### src/rtl/core/crps_pkg.sv
// Shared types and constants of the PI clock-rate servo.
// No dependencies; compiled first.
`default_nettype none
package crps_pkg;

  localparam int unsigned MUL_A_W = 64;
  localparam int unsigned MUL_B_W = 32;
  localparam int unsigned MUL_P_W = MUL_A_W + MUL_B_W;
  localparam int unsigned DIV_N_W = 80;
  localparam int unsigned DIV_D_W = 48;

  localparam int unsigned CFG_IDX_W  = 3;
  localparam int unsigned CFG_DATA_W = 40;

  localparam logic [19:0] PPM_SCALE = 20'd1000000;

  localparam logic [30:0] THR_RST     = 31'd1000000;
  localparam logic [19:0] KP_RST      = 20'd45875;
  localparam logic [19:0] KI_RST      = 20'd19661;
  localparam logic [9:0]  LIM_RST     = 10'd100;
  localparam logic [39:0] NOMINAL_RST = 40'd4294967296;
  localparam logic [23:0] PER_PPM_RST = 24'd4295;
  localparam logic [39:0] FLOOR_RST   = 40'd4294537796;
  localparam logic [39:0] CEIL_RST    = 40'd4295396796;

  typedef enum logic [CFG_IDX_W-1:0] {
    CFG_STEP_THRESHOLD = 3'd0,
    CFG_PROP_GAIN      = 3'd1,
    CFG_INTEG_GAIN     = 3'd2,
    CFG_RATE_LIMIT     = 3'd3,
    CFG_RATE_NOMINAL   = 3'd4,
    CFG_RATE_PER_PPM   = 3'd5,
    CFG_RATE_FLOOR     = 3'd6,
    CFG_RATE_CEILING   = 3'd7
  } cfg_idx_e;

  typedef enum logic {
    FUNC_UPDATE = 1'b0,
    FUNC_CLEAR  = 1'b1
  } func_e;

  typedef struct packed {
    logic               func;
    logic signed [31:0] error_ns;
    logic [31:0]        sample_period;
  } in_item_t;

  typedef struct packed {
    logic [39:0] rate_word;
    logic        step_request;
  } out_item_t;

endpackage
`default_nettype wire

### src/rtl/core/crps_if.sv
// Valid/ready channel interfaces for servo input and result transactions.
// Depends on crps_pkg.
`default_nettype none
interface crps_in_if;
  logic               valid;
  logic               ready;
  crps_pkg::in_item_t data;
  modport source (output valid, output data, input ready);
  modport sink (input valid, input data, output ready);
endinterface

interface crps_out_if;
  logic                valid;
  logic                ready;
  crps_pkg::out_item_t data;
  modport source (output valid, output data, input ready);
  modport sink (input valid, input data, output ready);
endinterface
`default_nettype wire

### src/rtl/core/crps_mul.sv
// Bit-serial shift-add multiplier, one multiplier bit per cycle, MSB first.
// Depends on crps_pkg.
`default_nettype none
module crps_mul (
  input  wire logic                          clk_i,
  input  wire logic                          rst_ni,
  input  wire logic                          start_i,
  input  wire logic [crps_pkg::MUL_A_W-1:0]  a_i,
  input  wire logic [crps_pkg::MUL_B_W-1:0]  b_i,
  output      logic                          done_o,
  output      logic [crps_pkg::MUL_P_W-1:0]  prod_o
);
  import crps_pkg::*;

  localparam int unsigned CNT_W = $clog2(MUL_B_W);

  logic [MUL_A_W-1:0] a_q;
  logic [MUL_B_W-1:0] b_q;
  logic [MUL_P_W-1:0] acc_q;
  logic [CNT_W-1:0]   cnt_q;
  logic               busy_q;
  logic               done_q;

  always_ff @(posedge clk_i or negedge rst_ni) begin
    if (!rst_ni) begin
      busy_q <= 1'b0;
      done_q <= 1'b0;
      cnt_q  <= '0;
    end else begin
      done_q <= 1'b0;
      if (start_i) begin
        busy_q <= 1'b1;
        cnt_q  <= '0;
      end else if (busy_q) begin
        cnt_q <= cnt_q + CNT_W'(1);
        if (cnt_q == CNT_W'(MUL_B_W - 1)) begin
          busy_q <= 1'b0;
          done_q <= 1'b1;
        end
      end
    end
  end

  always_ff @(posedge clk_i) begin
    if (start_i) begin
      a_q   <= a_i;
      b_q   <= b_i;
      acc_q <= '0;
    end else if (busy_q) begin
      acc_q <= (acc_q << 1) + (b_q[MUL_B_W-1] ? MUL_P_W'(a_q) : '0);
      b_q   <= b_q << 1;
    end
  end

  assign done_o = done_q;
  assign prod_o = acc_q;

endmodule
`default_nettype wire

### src/rtl/core/crps_div.sv
// Bit-serial restoring divider, one quotient bit per cycle, truncating.
// Depends on crps_pkg.
`default_nettype none
module crps_div (
  input  wire logic                          clk_i,
  input  wire logic                          rst_ni,
  input  wire logic                          start_i,
  input  wire logic [crps_pkg::DIV_N_W-1:0]  num_i,
  input  wire logic [crps_pkg::DIV_D_W-1:0]  den_i,
  output      logic                          done_o,
  output      logic [crps_pkg::DIV_N_W-1:0]  quot_o
);
  import crps_pkg::*;

  localparam int unsigned CNT_W = $clog2(DIV_N_W);

  logic [DIV_N_W-1:0] num_q;
  logic [DIV_D_W-1:0] den_q;
  logic [DIV_D_W:0]   rem_q;
  logic [CNT_W-1:0]   cnt_q;
  logic               busy_q;
  logic               done_q;

  logic [DIV_D_W:0] trial;
  logic             fits;

  assign trial = {rem_q[DIV_D_W-1:0], num_q[DIV_N_W-1]};
  assign fits  = trial >= {1'b0, den_q};

  always_ff @(posedge clk_i or negedge rst_ni) begin
    if (!rst_ni) begin
      busy_q <= 1'b0;
      done_q <= 1'b0;
      cnt_q  <= '0;
    end else begin
      done_q <= 1'b0;
      if (start_i) begin
        busy_q <= 1'b1;
        cnt_q  <= '0;
      end else if (busy_q) begin
        cnt_q <= cnt_q + CNT_W'(1);
        if (cnt_q == CNT_W'(DIV_N_W - 1)) begin
          busy_q <= 1'b0;
          done_q <= 1'b1;
        end
      end
    end
  end

  // quotient bits shift in behind the numerator
  always_ff @(posedge clk_i) begin
    if (start_i) begin
      num_q <= num_i;
      den_q <= den_i;
      rem_q <= '0;
    end else if (busy_q) begin
      rem_q <= fits ? (trial - {1'b0, den_q}) : trial;
      num_q <= {num_q[DIV_N_W-2:0], fits};
    end
  end

  assign done_o = done_q;
  assign quot_o = num_q;

endmodule
`default_nettype wire

### src/rtl/core/clock_rate_pi_servo_top.sv
// PI clock-rate servo with anti-windup and step detection, top level.
// Depends on crps_pkg, crps_if, crps_mul and crps_div.
//
//   channel  dir  payload                          handshake
//   in_i     in   func, error_ns, sample_period    valid/ready
//   out_o    out  rate_word, step_request          valid/ready
//   cfg      in   cfg_idx_i, cfg_data_i            cfg_we_i, no back-pressure
//
// One item at a time. A clear transaction completes at its accepting edge and
// ready stays high. A confirmed step puts the nominal rate word with
// step_request set into the result register at acceptance and moves it to the
// output register once that is free; ready returns as it is loaded. A normal
// update runs a sequencer over a shared bit-serial multiplier (7 products) and
// a shared bit-serial divider (3 quotients) plus the clip, absolute-value and
// total steps, and then moves its result to the output register the same way.
// Input ready is high only while the sequencer is idle; the output
// register lets the next transaction be taken while a result waits on out_o,
// and the sequencer holds its result until that register is free.
// Reset clears controller state, counters and configuration to defaults.
`default_nettype none
module clock_rate_pi_servo_top #(
  parameter int unsigned STEP_CONFIRM = 3
) (
  input  wire logic                             clk_i,
  input  wire logic                             rst_ni,
  input  wire logic                             cfg_we_i,
  input  wire logic [crps_pkg::CFG_IDX_W-1:0]   cfg_idx_i,
  input  wire logic [crps_pkg::CFG_DATA_W-1:0]  cfg_data_i,
  crps_in_if.sink                               in_i,
  crps_out_if.source                            out_o
);
  import crps_pkg::*;

  typedef enum logic [3:0] {
    ST_IDLE, ST_KP_GAIN, ST_KP_SCALE, ST_KP_DIV, ST_KI_INC, ST_BND_NUM,
    ST_BND_DEN, ST_BND_DIV, ST_CLIP, ST_ABS, ST_KI_MUL, ST_KI_DIV,
    ST_TOTAL, ST_RATE, ST_OUT
  } state_e;

  // configuration
  logic [30:0] thr_q;
  logic [19:0] kp_gain_q;
  logic [19:0] ki_gain_q;
  logic [9:0]  lim_q;
  logic [39:0] nominal_q;
  logic [23:0] per_ppm_q;
  logic [39:0] floor_q;
  logic [39:0] ceil_q;

  always_ff @(posedge clk_i or negedge rst_ni) begin
    if (!rst_ni) begin
      thr_q     <= THR_RST;
      kp_gain_q <= KP_RST;
      ki_gain_q <= KI_RST;
      lim_q     <= LIM_RST;
      nominal_q <= NOMINAL_RST;
      per_ppm_q <= PER_PPM_RST;
      floor_q   <= FLOOR_RST;
      ceil_q    <= CEIL_RST;
    end else if (cfg_we_i) begin
      case (cfg_idx_e'(cfg_idx_i))
        CFG_STEP_THRESHOLD: thr_q     <= cfg_data_i[30:0];
        CFG_PROP_GAIN:      kp_gain_q <= cfg_data_i[19:0];
        CFG_INTEG_GAIN:     ki_gain_q <= cfg_data_i[19:0];
        CFG_RATE_LIMIT:     lim_q     <= cfg_data_i[9:0];
        CFG_RATE_NOMINAL:   nominal_q <= cfg_data_i;
        CFG_RATE_PER_PPM:   per_ppm_q <= cfg_data_i[23:0];
        CFG_RATE_FLOOR:     floor_q   <= cfg_data_i;
        CFG_RATE_CEILING:   ceil_q    <= cfg_data_i;
        default: ;
      endcase
    end
  end

  // shared arithmetic units
  logic                 mul_start_q, mul_done;
  logic [MUL_A_W-1:0]   mul_a_q;
  logic [MUL_B_W-1:0]   mul_b_q;
  logic [MUL_P_W-1:0]   mul_p;
  logic                 div_start_q, div_done;
  logic [DIV_N_W-1:0]   div_n_q;
  logic [DIV_D_W-1:0]   div_d_q;
  logic [DIV_N_W-1:0]   div_q;

  crps_mul u_mul (
    .clk_i   (clk_i),
    .rst_ni  (rst_ni),
    .start_i (mul_start_q),
    .a_i     (mul_a_q),
    .b_i     (mul_b_q),
    .done_o  (mul_done),
    .prod_o  (mul_p)
  );

  crps_div u_div (
    .clk_i   (clk_i),
    .rst_ni  (rst_ni),
    .start_i (div_start_q),
    .num_i   (div_n_q),
    .den_i   (div_d_q),
    .done_o  (div_done),
    .quot_o  (div_q)
  );

  // sequencer state
  state_e             state_q;
  logic signed [63:0] integ_q;
  logic [7:0]         over_q;
  logic [31:0]        mag_q;
  logic               neg_q;
  logic [31:0]        per_q;
  logic signed [57:0] kp_q;
  logic [41:0]        bnum_q;
  logic [57:0]        bound_q;
  logic               ineg_q;
  logic signed [10:0] ki_q;
  logic               tneg_q;
  out_item_t          res_q;
  logic               out_valid_q;
  out_item_t          out_q;

  // accept-cycle decode
  logic        in_fire;
  logic [31:0] err_u;
  logic [31:0] mag_c;
  logic        over_c;
  logic [7:0]  over_inc;
  logic        step_c;
  logic        out_load;

  assign in_fire  = in_i.valid && in_i.ready;
  assign err_u    = in_i.data.error_ns;
  assign mag_c    = err_u[31] ? (~err_u + 32'd1) : err_u;
  assign over_c   = mag_c > {1'b0, thr_q};
  assign over_inc = (over_q == 8'hFF) ? 8'hFF : over_q + 8'd1;
  assign step_c   = over_inc >= 8'(STEP_CONFIRM);
  // result moves into the output register once that register is free
  assign out_load = (state_q == ST_OUT) && (!out_valid_q || out_o.ready);

  // datapath terms used inside single states
  logic [63:0]        kd64;
  logic signed [63:0] bnd64;
  logic signed [63:0] integ_clip;
  logic [63:0]        integ_abs;
  logic [57:0]        kp_mag;
  logic [9:0]         ki_mag;
  logic signed [57:0] sum_c;
  logic signed [57:0] lim58;
  logic [9:0]         tot_mag;
  logic               tot_neg;
  logic signed [41:0] rate_raw;
  logic signed [41:0] rate_flr;
  logic signed [41:0] rate_fin;

  always_comb begin
    kd64  = {28'b0, mul_p[51:16]};
    bnd64 = {6'b0, bound_q};
    if (integ_q > bnd64) begin
      integ_clip = bnd64;
    end else if (integ_q < -bnd64) begin
      integ_clip = -bnd64;
    end else begin
      integ_clip = integ_q;
    end
    integ_abs = integ_q[63] ? (~integ_q + 64'd1) : integ_q;
    kp_mag    = {1'b0, div_q[56:0]};
    ki_mag    = (div_q > DIV_N_W'(lim_q)) ? lim_q : div_q[9:0];
    lim58     = {48'b0, lim_q};
    sum_c     = kp_q + {{47{ki_q[10]}}, ki_q};
    if (sum_c > lim58) begin
      tot_mag = lim_q;
      tot_neg = 1'b0;
    end else if (sum_c < -lim58) begin
      tot_mag = lim_q;
      tot_neg = 1'b1;
    end else begin
      tot_mag = sum_c[57] ? (~sum_c[9:0] + 10'd1) : sum_c[9:0];
      tot_neg = sum_c[57];
    end
    rate_raw = tneg_q ? ({2'b0, nominal_q} - {8'b0, mul_p[33:0]})
                      : ({2'b0, nominal_q} + {8'b0, mul_p[33:0]});
    // floor first, then ceiling, so the ceiling wins when they cross
    rate_flr = (rate_raw < $signed({2'b0, floor_q})) ? $signed({2'b0, floor_q}) : rate_raw;
    rate_fin = (rate_flr > $signed({2'b0, ceil_q})) ? $signed({2'b0, ceil_q}) : rate_flr;
  end

  always_ff @(posedge clk_i or negedge rst_ni) begin
    if (!rst_ni) begin
      state_q     <= ST_IDLE;
      integ_q     <= '0;
      over_q      <= '0;
      out_valid_q <= 1'b0;
      mul_start_q <= 1'b0;
      div_start_q <= 1'b0;
    end else begin
      mul_start_q <= 1'b0;
      div_start_q <= 1'b0;
      if (out_load) begin
        out_valid_q <= 1'b1;
      end else if (out_o.ready) begin
        out_valid_q <= 1'b0;
      end
      case (state_q)
        ST_IDLE: begin
          if (in_fire) begin
            if (func_e'(in_i.data.func) == FUNC_CLEAR) begin
              integ_q <= '0;
              over_q  <= '0;
            end else begin
              mag_q <= mag_c;
              neg_q <= err_u[31];
              per_q <= (in_i.data.sample_period == 32'd0) ? 32'd1 : in_i.data.sample_period;
              if (over_c) begin
                over_q <= over_inc;
              end else begin
                over_q <= '0;
              end
              if (over_c && step_c) begin
                res_q.rate_word    <= nominal_q;
                res_q.step_request <= 1'b1;
                state_q            <= ST_OUT;
              end else begin
                mul_a_q     <= 64'(mag_c);
                mul_b_q     <= 32'(kp_gain_q);
                mul_start_q <= 1'b1;
                state_q     <= ST_KP_GAIN;
              end
            end
          end
        end
        ST_KP_GAIN: begin
          if (mul_done) begin
            mul_a_q     <= mul_p[63:0];
            mul_b_q     <= 32'(PPM_SCALE);
            mul_start_q <= 1'b1;
            state_q     <= ST_KP_SCALE;
          end
        end
        ST_KP_SCALE: begin
          // (x >> 16) / period equals x / (period << 16)
          if (mul_done) begin
            div_n_q     <= {16'b0, mul_p[79:16]};
            div_d_q     <= 48'(per_q);
            div_start_q <= 1'b1;
            state_q     <= ST_KP_DIV;
          end
        end
        ST_KP_DIV: begin
          if (div_done) begin
            kp_q        <= neg_q ? -$signed(kp_mag) : $signed(kp_mag);
            mul_a_q     <= 64'(mag_q);
            mul_b_q     <= 32'(ki_gain_q);
            mul_start_q <= 1'b1;
            state_q     <= ST_KI_INC;
          end
        end
        ST_KI_INC: begin
          if (mul_done) begin
            integ_q     <= integ_q + $signed(neg_q ? (~kd64 + 64'd1) : kd64);
            mul_a_q     <= 64'(lim_q);
            mul_b_q     <= per_q;
            mul_start_q <= 1'b1;
            state_q     <= ST_BND_NUM;
          end
        end
        ST_BND_NUM: begin
          if (mul_done) begin
            bnum_q      <= mul_p[41:0];
            mul_a_q     <= 64'(ki_gain_q);
            mul_b_q     <= 32'(PPM_SCALE);
            mul_start_q <= 1'b1;
            state_q     <= ST_BND_DEN;
          end
        end
        ST_BND_DEN: begin
          if (mul_done) begin
            div_n_q     <= {22'b0, bnum_q, 16'b0};
            div_d_q     <= mul_p[47:0];
            div_start_q <= 1'b1;
            state_q     <= ST_BND_DIV;
          end
        end
        ST_BND_DIV: begin
          // zero integral gain pins the integrator at zero
          if (div_done) begin
            bound_q <= (ki_gain_q == 20'd0) ? 58'd0 : div_q[57:0];
            state_q <= ST_CLIP;
          end
        end
        ST_CLIP: begin
          integ_q <= integ_clip;
          state_q <= ST_ABS;
        end
        ST_ABS: begin
          ineg_q      <= integ_q[63];
          mul_a_q     <= integ_abs;
          mul_b_q     <= 32'(PPM_SCALE);
          mul_start_q <= 1'b1;
          state_q     <= ST_KI_MUL;
        end
        ST_KI_MUL: begin
          if (mul_done) begin
            div_n_q     <= mul_p[79:0];
            div_d_q     <= 48'(per_q);
            div_start_q <= 1'b1;
            state_q     <= ST_KI_DIV;
          end
        end
        ST_KI_DIV: begin
          if (div_done) begin
            ki_q    <= ineg_q ? -$signed({1'b0, ki_mag}) : $signed({1'b0, ki_mag});
            state_q <= ST_TOTAL;
          end
        end
        ST_TOTAL: begin
          tneg_q      <= tot_neg;
          mul_a_q     <= 64'(tot_mag);
          mul_b_q     <= 32'(per_ppm_q);
          mul_start_q <= 1'b1;
          state_q     <= ST_RATE;
        end
        ST_RATE: begin
          if (mul_done) begin
            res_q.rate_word    <= rate_fin[39:0];
            res_q.step_request <= 1'b0;
            state_q            <= ST_OUT;
          end
        end
        ST_OUT: begin
          if (out_load) begin
            out_q   <= res_q;
            state_q <= ST_IDLE;
          end
        end
        default: state_q <= ST_IDLE;
      endcase
    end
  end

  assign in_i.ready  = (state_q == ST_IDLE);
  assign out_o.valid = out_valid_q;
  assign out_o.data  = out_q;

endmodule
`default_nettype wire
### src/flat_wrapper.sv
// flat-port wrapper written by rule: the top's interface ports become plain ports
module clock_rate_pi_servo_top_flat import crps_pkg::*;
#(
  parameter int unsigned STEP_CONFIRM = 3
)
  (clk_i, rst_ni, cfg_we_i, cfg_idx_i, cfg_data_i, in_i_valid, in_i_data, in_i_ready, out_o_valid, out_o_data, out_o_ready);
  crps_in_if in_i_i ();
  crps_out_if out_o_i ();
  input  wire logic clk_i;
  input  wire logic rst_ni;
  input  wire logic cfg_we_i;
  input  wire logic [crps_pkg::CFG_IDX_W-1:0] cfg_idx_i;
  input  wire logic [crps_pkg::CFG_DATA_W-1:0] cfg_data_i;
  input wire logic [$bits(in_i_i.valid)-1:0] in_i_valid;
  input wire logic [$bits(in_i_i.data)-1:0] in_i_data;
  output wire logic [$bits(in_i_i.ready)-1:0] in_i_ready;
  output wire logic [$bits(out_o_i.valid)-1:0] out_o_valid;
  output wire logic [$bits(out_o_i.data)-1:0] out_o_data;
  input wire logic [$bits(out_o_i.ready)-1:0] out_o_ready;
  assign in_i_i.valid = in_i_valid;
  assign in_i_i.data = in_i_data;
  assign in_i_ready = in_i_i.ready;
  assign out_o_valid = out_o_i.valid;
  assign out_o_data = out_o_i.data;
  assign out_o_i.ready = out_o_ready;
  clock_rate_pi_servo_top #(.STEP_CONFIRM(STEP_CONFIRM)) u_core (.clk_i(clk_i), .rst_ni(rst_ni), .cfg_we_i(cfg_we_i), .cfg_idx_i(cfg_idx_i), .cfg_data_i(cfg_data_i), .in_i(in_i_i), .out_o(out_o_i));
endmodule
### config.mk
export PLATFORM = sky130hd
export DESIGN_NAME = clock_rate_pi_servo_top_flat
export DESIGN_NICKNAME = d
export VERILOG_FILES = /design/src/rtl/core/crps_pkg.sv /design/src/rtl/core/crps_if.sv /design/src/rtl/core/crps_mul.sv /design/src/rtl/core/crps_div.sv /design/src/rtl/core/clock_rate_pi_servo_top.sv /design/src/flat_wrapper.sv
export SDC_FILE = /design/constraint.sdc
export NUM_CORES = 2
export LEC_CHECK = 0
export ABC_AREA = 1
export BUFFER_PORTS_ARGS = -buffer_cell sky130_fd_sc_hd__buf_2
export CELL_PAD_IN_SITES_DETAIL_PLACEMENT = 1
export CELL_PAD_IN_SITES_GLOBAL_PLACEMENT = 1
export CORE_ASPECT_RATIO = 2
export CORE_UTILIZATION = 48
export CTS_CLUSTER_DIAMETER = 30
export DETAILED_ROUTE_END_ITERATION = 8
export PLACE_DENSITY = 0.82
export SYNTH_ARGS = -nofsm -noshare
export SYNTH_HDL_FRONTEND = slang
export SYNTH_SLANG_ARGS = --single-unit
### constraint.sdc
create_clock -name clk_i -period 9.2 [get_ports clk_i]
set_input_delay 2.3 -clock clk_i [delete_from_list [all_inputs] [get_ports clk_i]]
set_output_delay 2.3 -clock clk_i [all_outputs]
set_load 0.01 [all_outputs]
==> impl_metrics.prom, run 1 <==
# TYPE chip_impl_metric gauge
chip_impl_metric{name="dieHeight",unit="um"} 598.6
chip_impl_metric{name="hpwlAfterDp",unit="mm"} 369.5
chip_impl_metric{name="numClockSinks",unit=""} 1214
chip_impl_info{name="clockRootBuffer",value="clkbuf_16"} 1
chip_impl_metric{name="die_w",unit="um"} 300.3
chip_impl_metric{name="grt_remaining_overflow",unit=""} 63
chip_impl_metric{name="fp-row-count",unit=""} 218
chip_impl_metric{name="htree_num_levels",unit=""} 4
chip_impl_metric{name="grt_start_max_net_pins",unit=""} 84
chip_impl_info{name="top_area_cells_in_the_synthesized_netlist",value="edfxtp_1 (27%), nand2_1 (13%), ha_1 (9.1%), dfrtp_1 (7.4%), inv_1 (7.4%)"} 1
chip_impl_metric{name="netlist.area_leader.share",unit="%"} 26.92
chip_impl_metric{name="cts_setup_buffers",unit=""} 0
chip_impl_metric{name="cts_inserted_buffers",unit=""} 202
chip_impl_info{name="synth_flop_cell",value="edfxtp_1"} 1
chip_impl_info{name="lastStage",value="global routing"} 1
chip_impl_metric{name="synth_warnings",unit=""} 0
chip_impl_metric{name="groute.usage.overall",unit="%"} 59.00
chip_impl_metric{name="floorplan.initialDensity",unit="%"} 48.41
chip_impl_metric{name="synth_fp_nets",unit=""} 12209
chip_impl_metric{name="number_of_flops_mapped_to_enable_cells_by_yosys",unit=""} 766
chip_impl_metric{name="cts_repair_resize_count",unit=""} 2
chip_impl_metric{name="synthesis.area",unit="um^2"} 85440
chip_impl_metric{name="ys_ff_latch",unit=""} 1214
chip_impl_metric{name="place.port_buffers",unit=""} 155
chip_impl_metric{name="cts_hold_buf",unit=""} 0
chip_impl_metric{name="async_reset_ff_share",unit="%"} 26.36
chip_impl_info{name="status",value="aborted with a tool error"} 1
chip_impl_metric{name="synthesis.instances",unit=""} 11469
chip_impl_metric{name="gp_congestion",unit=""} 1.135
chip_impl_metric{name="seq_area_frac_synth",unit="%"} 39.39
chip_impl_metric{name="first_global_vias",unit=""} 104756
chip_impl_metric{name="postSynthAreaPerCell",unit="um^2"} 7.449
chip_impl_info{name="tool.error",value="[ERROR GRT-0116] Global routing finished with congestion. Check the congestion regions in the DRC Viewer."} 1
chip_impl_metric{name="clock_tree.buffer_depth",unit=""} 4
chip_impl_info{name="synth_area_leader_cell",value="edfxtp_1"} 1
chip_impl_metric{name="grt_first_pass_wirelength",unit="mm"} 763.0
chip_impl_metric{name="synth_cell_type_count",unit=""} 72
chip_impl_metric{name="io_pins",unit=""} 156
==> per-stage QoR <==
step / instances / area (um^2) / hold WS [ns] / utilization [%] / setup WS (ns)
global placement: 13835 / 90000 / 0.4005 / 51.00 / 0.1245
detailed placement: 13835 / 90000 / 0.4051 / 51.00 / -0.09386
floorplan: 11469 / 85440 / 0.4003 / - / 0.3800
CTS: 14205 / 96920 / 0.4089 / 54.92 / 0.07929
==> logic make-up after synthesis <==
logic type	share of synthesized area, %
DFF	39.39
adders and majority gates	9.235
AOI/OAI and AO/OA	14.47
xor gates and xnor gates	3.239
and+or+nand+nor	24.54
buffers and inverters	9.118
==> synthesized netlist by cell type, types with 11 or more instances <==
library cell and count:
nand2_1 2915, inv_1 1678, nor2_1 1057, o21ai_0 965, edfxtp_1 766, a21oi_1 695
ha_1 621, nand3_1 536, clkbuf_1 286, dfrtp_1 254, xor2_1 253, nor3_1 170
nand4_1 138, dfxtp_1 128, a31oi_1 88, nor4_1 75, o211ai_1 70, dfstp_2 66
xnor2_1 63, o22ai_1 56, o221ai_1 55, o21ai_1 46, buf_2 43, o21a_1 41
or2_2 32, a211oi_1 29, a21o_1 29, nand3b_1 27, o21bai_1 27, buf_1 22
o2111ai_1 22, a221oi_1 20, a21boi_0 15, and3_1 14, inv_2 14, nand2_2 13
nor2_2 13, clkinv_1 12, nor3_2 12, o31ai_1 11
==> per-layer routing <==
| layer | track usage [%] | overflow |
|---|---|---|
| met1 | 52.97 | 1 |
| met2 | 88.93 | 37 |
| met3 | 28.13 | 1 |
| met4 | 71.90 | 24 |
| met5 | 2.435 | 0 |
==> inputs of run 2 (changes only) <==
--- a/config.mk
+++ b/config.mk
@@ -7,13 +7,9 @@
 export LEC_CHECK = 0
 export ABC_AREA = 1
 export BUFFER_PORTS_ARGS = -buffer_cell sky130_fd_sc_hd__buf_2
-export CELL_PAD_IN_SITES_DETAIL_PLACEMENT = 1
-export CELL_PAD_IN_SITES_GLOBAL_PLACEMENT = 1
-export CORE_ASPECT_RATIO = 2
-export CORE_UTILIZATION = 48
-export CTS_CLUSTER_DIAMETER = 30
+export CORE_UTILIZATION = 40
 export DETAILED_ROUTE_END_ITERATION = 8
-export PLACE_DENSITY = 0.82
+export PLACE_DENSITY_LB_ADDON = 0.15
 export SYNTH_ARGS = -nofsm -noshare
 export SYNTH_HDL_FRONTEND = slang
 export SYNTH_SLANG_ARGS = --single-unit
==> run 2 against run 1 <==
The flow now finishes without violations. Synthesized cell count did not move. Synthesized area did not move.
==> impl_metrics.prom, run 2 <==
# TYPE chip_impl_metric gauge
chip_impl_metric{name="final_area",unit="um^2"} 95100
chip_impl_info{name="worst_path_class_setup",value="flip-flop to flip-flop"} 1
chip_impl_metric{name="fp-row-count",unit=""} 169
chip_impl_metric{name="cp.buffers_inverters",unit=""} 9
chip_impl_metric{name="worst_ep_arrival_time",unit="ns"} 9.32
chip_impl_info{name="commonest_non_fill_non_tap_cell_in_the_layout",value="nand2_1"} 1
chip_impl_metric{name="synth_warnings",unit=""} 0
chip_impl_info{name="critical_path.most_common_cell",value="nand2_1"} 1
chip_impl_metric{name="grt_remaining_overflow",unit=""} 0
chip_impl_metric{name="postSynthAreaPerCell",unit="um^2"} 7.449
chip_impl_metric{name="detail_route.drc_violations",unit=""} 0
chip_impl_metric{name="setup_violations",unit=""} 0
chip_impl_info{name="clockRootBuffer",value="clkbuf_16"} 1
chip_impl_metric{name="cts_inserted_buffers",unit=""} 146
chip_impl_metric{name="grt_first_pass_wirelength",unit="mm"} 548.0
chip_impl_metric{name="ys_ff_latch",unit=""} 1214
chip_impl_metric{name="design.die.area",unit="um^2"} 215400
chip_impl_metric{name="netlist.area_leader.share",unit="%"} 26.92
chip_impl_metric{name="area_growth_syn_to_layout",unit="%"} 11.32
chip_impl_metric{name="synth_cell_type_count",unit=""} 72
chip_impl_metric{name="report.final.slew_viol_count",unit=""} 0
chip_impl_metric{name="dieHeight",unit="um"} 464.2
chip_impl_info{name="worstSetupStartpointType",value="flip-flop"} 1
chip_impl_metric{name="numClockSinks",unit=""} 1214
chip_impl_metric{name="final_layout_size_suffix_gt1_share",unit="%"} 6.878
chip_impl_metric{name="final_cell_count_no_fill",unit=""} 14567
chip_impl_metric{name="final.setup.tns",unit="ns"} 0
chip_impl_metric{name="clock-skew-final",unit="ns"} 0.07699
chip_impl_metric{name="place.port_buffers",unit=""} 155
chip_impl_metric{name="grt_start_max_net_pins",unit=""} 93
chip_impl_info{name="worst_path_dominant_cell_family",value="simple AND/OR/NAND/NOR gates"} 1
chip_impl_metric{name="post_drt_wl_per_cell",unit="um"} 26.47
chip_impl_metric{name="required",unit="ns"} 9.79
chip_impl_metric{name="relative_max_transition_margin",unit="%"} 8.108
chip_impl_metric{name="die_w",unit="um"} 464.2
chip_impl_metric{name="hpwlAfterDp",unit="mm"} 306.2
chip_impl_info{name="worst_hold_path_type",value="flip-flop to flip-flop"} 1
chip_impl_metric{name="clock_tree.buffer_depth",unit=""} 3
chip_impl_metric{name="fmax",unit="MHz"} 114.5
chip_impl_metric{name="peakVddDrop",unit="uV"} 169.3
chip_impl_metric{name="r2r_slack",unit="ns"} 0.47
chip_impl_metric{name="detail_route.first_pass.iterations",unit=""} 6
chip_impl_metric{name="dr_iter_0_viols",unit=""} 9245
chip_impl_info{name="critical_path.slowest_cell",value="dfxtp_1"} 1
chip_impl_metric{name="route.vias.total",unit=""} 81811
chip_impl_metric{name="detail_route.vias_per_cell",unit=""} 5.616
chip_impl_metric{name="fp.coreArea",unit="um^2"} 212100
chip_impl_metric{name="fin_crit_sh",unit="%"} 94.94
chip_impl_metric{name="clk_latency",unit="ns"} 0.85
chip_impl_metric{name="number_of_flops_mapped_to_enable_cells_by_yosys",unit=""} 766
chip_impl_metric{name="synth_fp_nets",unit=""} 12209
chip_impl_metric{name="cellPowerDensity",unit="nW/um^2"} 156.5
chip_impl_metric{name="hold_depth",unit=""} 0
chip_impl_metric{name="cts_setup_buffers",unit=""} 0
chip_impl_info{name="synth.top_cells.by_count",value="nand2_1 (2,915), inv_1 (1,678), nor2_1 (1,057)"} 1
chip_impl_metric{name="dp_cells",unit=""} 14266
chip_impl_metric{name="fill_cells",unit=""} 21778
chip_impl_metric{name="htree_num_levels",unit=""} 4
chip_impl_info{name="cts_tree",value="yes"} 1
chip_impl_metric{name="max_slew.worst_pin.slew",unit="ns"} 1.374
chip_impl_info{name="hold_path_startpoint",value="u_core.mul_a_q[51]$_DFFE_PP_"} 1
chip_impl_info{name="r2r_end",value="u_core.res_q[5]$_DFFE_PP_"} 1
chip_impl_metric{name="floorplan.initialDensity",unit="%"} 40.28
chip_impl_metric{name="gp_congestion",unit=""} 1.027
chip_impl_metric{name="drtAntennaViolNets",unit=""} 0
chip_impl_metric{name="synthesis.instances",unit=""} 11469
chip_impl_info{name="most_common_cell_in_the_netlist",value="nand2_1"} 1
chip_impl_info{name="synth_flop_cell",value="edfxtp_1"} 1
chip_impl_metric{name="timing.max_cap.violations",unit=""} 0
chip_impl_metric{name="report.final.hold_viol_count",unit=""} 0
chip_impl_metric{name="critical-path-max-stage-delay",unit="ns"} 0.46
chip_impl_info{name="crit_path_end_kind",value="flip-flop"} 1
chip_impl_metric{name="number_of_antenna_violations_at_the_first_check_in_global_routing",unit=""} 41
chip_impl_metric{name="ff_latch_area",unit="um^2"} 33660
chip_impl_info{name="mostFrequentLayoutCells",value="nand2_1 (2,906), inv_1 (1,671), nor2_1 (1,043)"} 1
chip_impl_metric{name="detailed_place.area",unit="um^2"} 89950
chip_impl_metric{name="reg2reg_depth",unit=""} 50
chip_impl_metric{name="route.final.wire_length",unit="mm"} 385.6
chip_impl_metric{name="post-place-ws",unit="ns"} 0.1580
chip_impl_metric{name="async_reset_ff_share",unit="%"} 26.36
chip_impl_info{name="top_area_cells_in_the_synthesized_netlist",value="edfxtp_1 (27%), nand2_1 (13%), ha_1 (9.1%), dfrtp_1 (7.4%), inv_1 (7.4%)"} 1
chip_impl_metric{name="finalCriticalPeriod",unit="ns"} 8.734
chip_impl_metric{name="num-nets-final",unit=""} 12333
chip_impl_metric{name="first_global_vias",unit=""} 77272
chip_impl_metric{name="groute.usage.overall",unit="%"} 34.95
chip_impl_metric{name="seq_area_frac_synth",unit="%"} 39.39
chip_impl_metric{name="synthesis.area",unit="um^2"} 85440
chip_impl_metric{name="io_pins",unit=""} 156
chip_impl_metric{name="area_of_the_multi_input_gates",unit="um^2"} 44240
chip_impl_info{name="hold-path-endpoint",value="u_core.u_mul.a_q[51]$_DFFE_PP_"} 1
chip_impl_metric{name="worst_setup_hold_path_clk_slew",unit="ns"} 0.08
chip_impl_metric{name="fin_ws",unit="ns"} 0.4660
chip_impl_info{name="status",value="completed"} 1
chip_impl_metric{name="finish.utilization",unit="%"} 44.84
chip_impl_metric{name="crit_fanout",unit=""} 50
chip_impl_info{name="synth_area_leader_cell",value="edfxtp_1"} 1
chip_impl_metric{name="leakagePower",unit="nW"} 43.41
chip_impl_info{name="r2r-start",value="u_core.u_mul.prod_o[4]$_SDFFE_PP0P_"} 1
[run 2: cell families (layout without fill, tap and decap cells)]
| family | count (synthesis) | after routing | share of synthesized area [%] |
|---|---|---|---|
| adder cells (fa/ha/maj) | 627 | 627 | 9.235 |
| AND/OR/NAND/NOR | 5041 | 5041 | 24.54 |
| XOR/XNOR | 316 | 316 | 3.239 |
| other | 0 | 27 | 0 |
| flip-flops | 1214 | 1214 | 39.39 |
| AO/OA/AOI/OAI | 2213 | 2213 | 14.47 |
| buffers and inverters | 2058 | 2308 | 9.118 |
[run 2: per-stage QoR]
stage,power [mW],hold slack (ns)
floorplan,7.813,0.4003
global placement,8.733,0.4002
detailed placement,8.745,0.4045
CTS,14.89,0.3831
global route,15.46,0.3922
finish,14.88,0.3817
[run 2: worst max path at each step]
| stage | from | slack (ns) | cells after the start | end |
|---|---|---|---|---|
| after floorplan | in_i_data[32] | 0.38 | 28 | u_core.mul_a_q[0]$_DFFE_PP_ |
| after global placement | u_core.nominal_q[0]$_DFFE_PN0P_ | 0.18 | 56 | u_core.res_q[4]$_DFFE_PP_ |
| after detailed placement | u_core.nominal_q[0]$_DFFE_PN0P_ | 0.16 | 56 | u_core.res_q[4]$_DFFE_PP_ |
| after CTS | u_core.nominal_q[0]$_DFFE_PN0P_ | 0.18 | 56 | u_core.res_q[5]$_DFFE_PP_ |
| after global routing | u_core.nominal_q[0]$_DFFE_PN0P_ | -0.007 | 52 | u_core.res_q[5]$_DFFE_PP_ |
| final | u_core.u_mul.prod_o[4]$_SDFFE_PP0P_ | 0.47 | 50 | u_core.res_q[5]$_DFFE_PP_ |
[run 2: where the power goes]
part	leakage [nW]	internal, mW	switching (mW)
registers	11.5	6.01	0.188
logic	29.5	0.770	1.76
clock network	2.44	3.56	2.60
total	43.4	10.3	4.55
[run 2: layout make-up]
cell class              count  share of cell area (%)
multi-input cells        8197                   46.52
flip-flops and latches   1214                   35.40
repair buffers            330                   2.238
well taps                2821                   3.711
clock buffers             185                   4.126
diodes                     27                 0.07104
clock inverters            89                   1.206
inverters                1704                   6.729
[run 2: timing repair]
| item | in CTS | in global routing |
|---|---|---|
| resized for setup | 0 | 5 |
| endpoints found under the setup margin | 0 | 34 |
| hold buffers | 0 | 0 |
[run 2: metal layers]
layer / track usage, % / up-vias / share of wire (%)
li1: - / 38357 / -
met1: 49.24 / 39347 / 45
met2: 52.89 / 3491 / 43
met3: 7.387 / 602 / 8.8
met4: 11.62 / 14 / 3.5
met5: 0 / - / 0.024
Note: power is estimated with default switching activity, not from simulation.
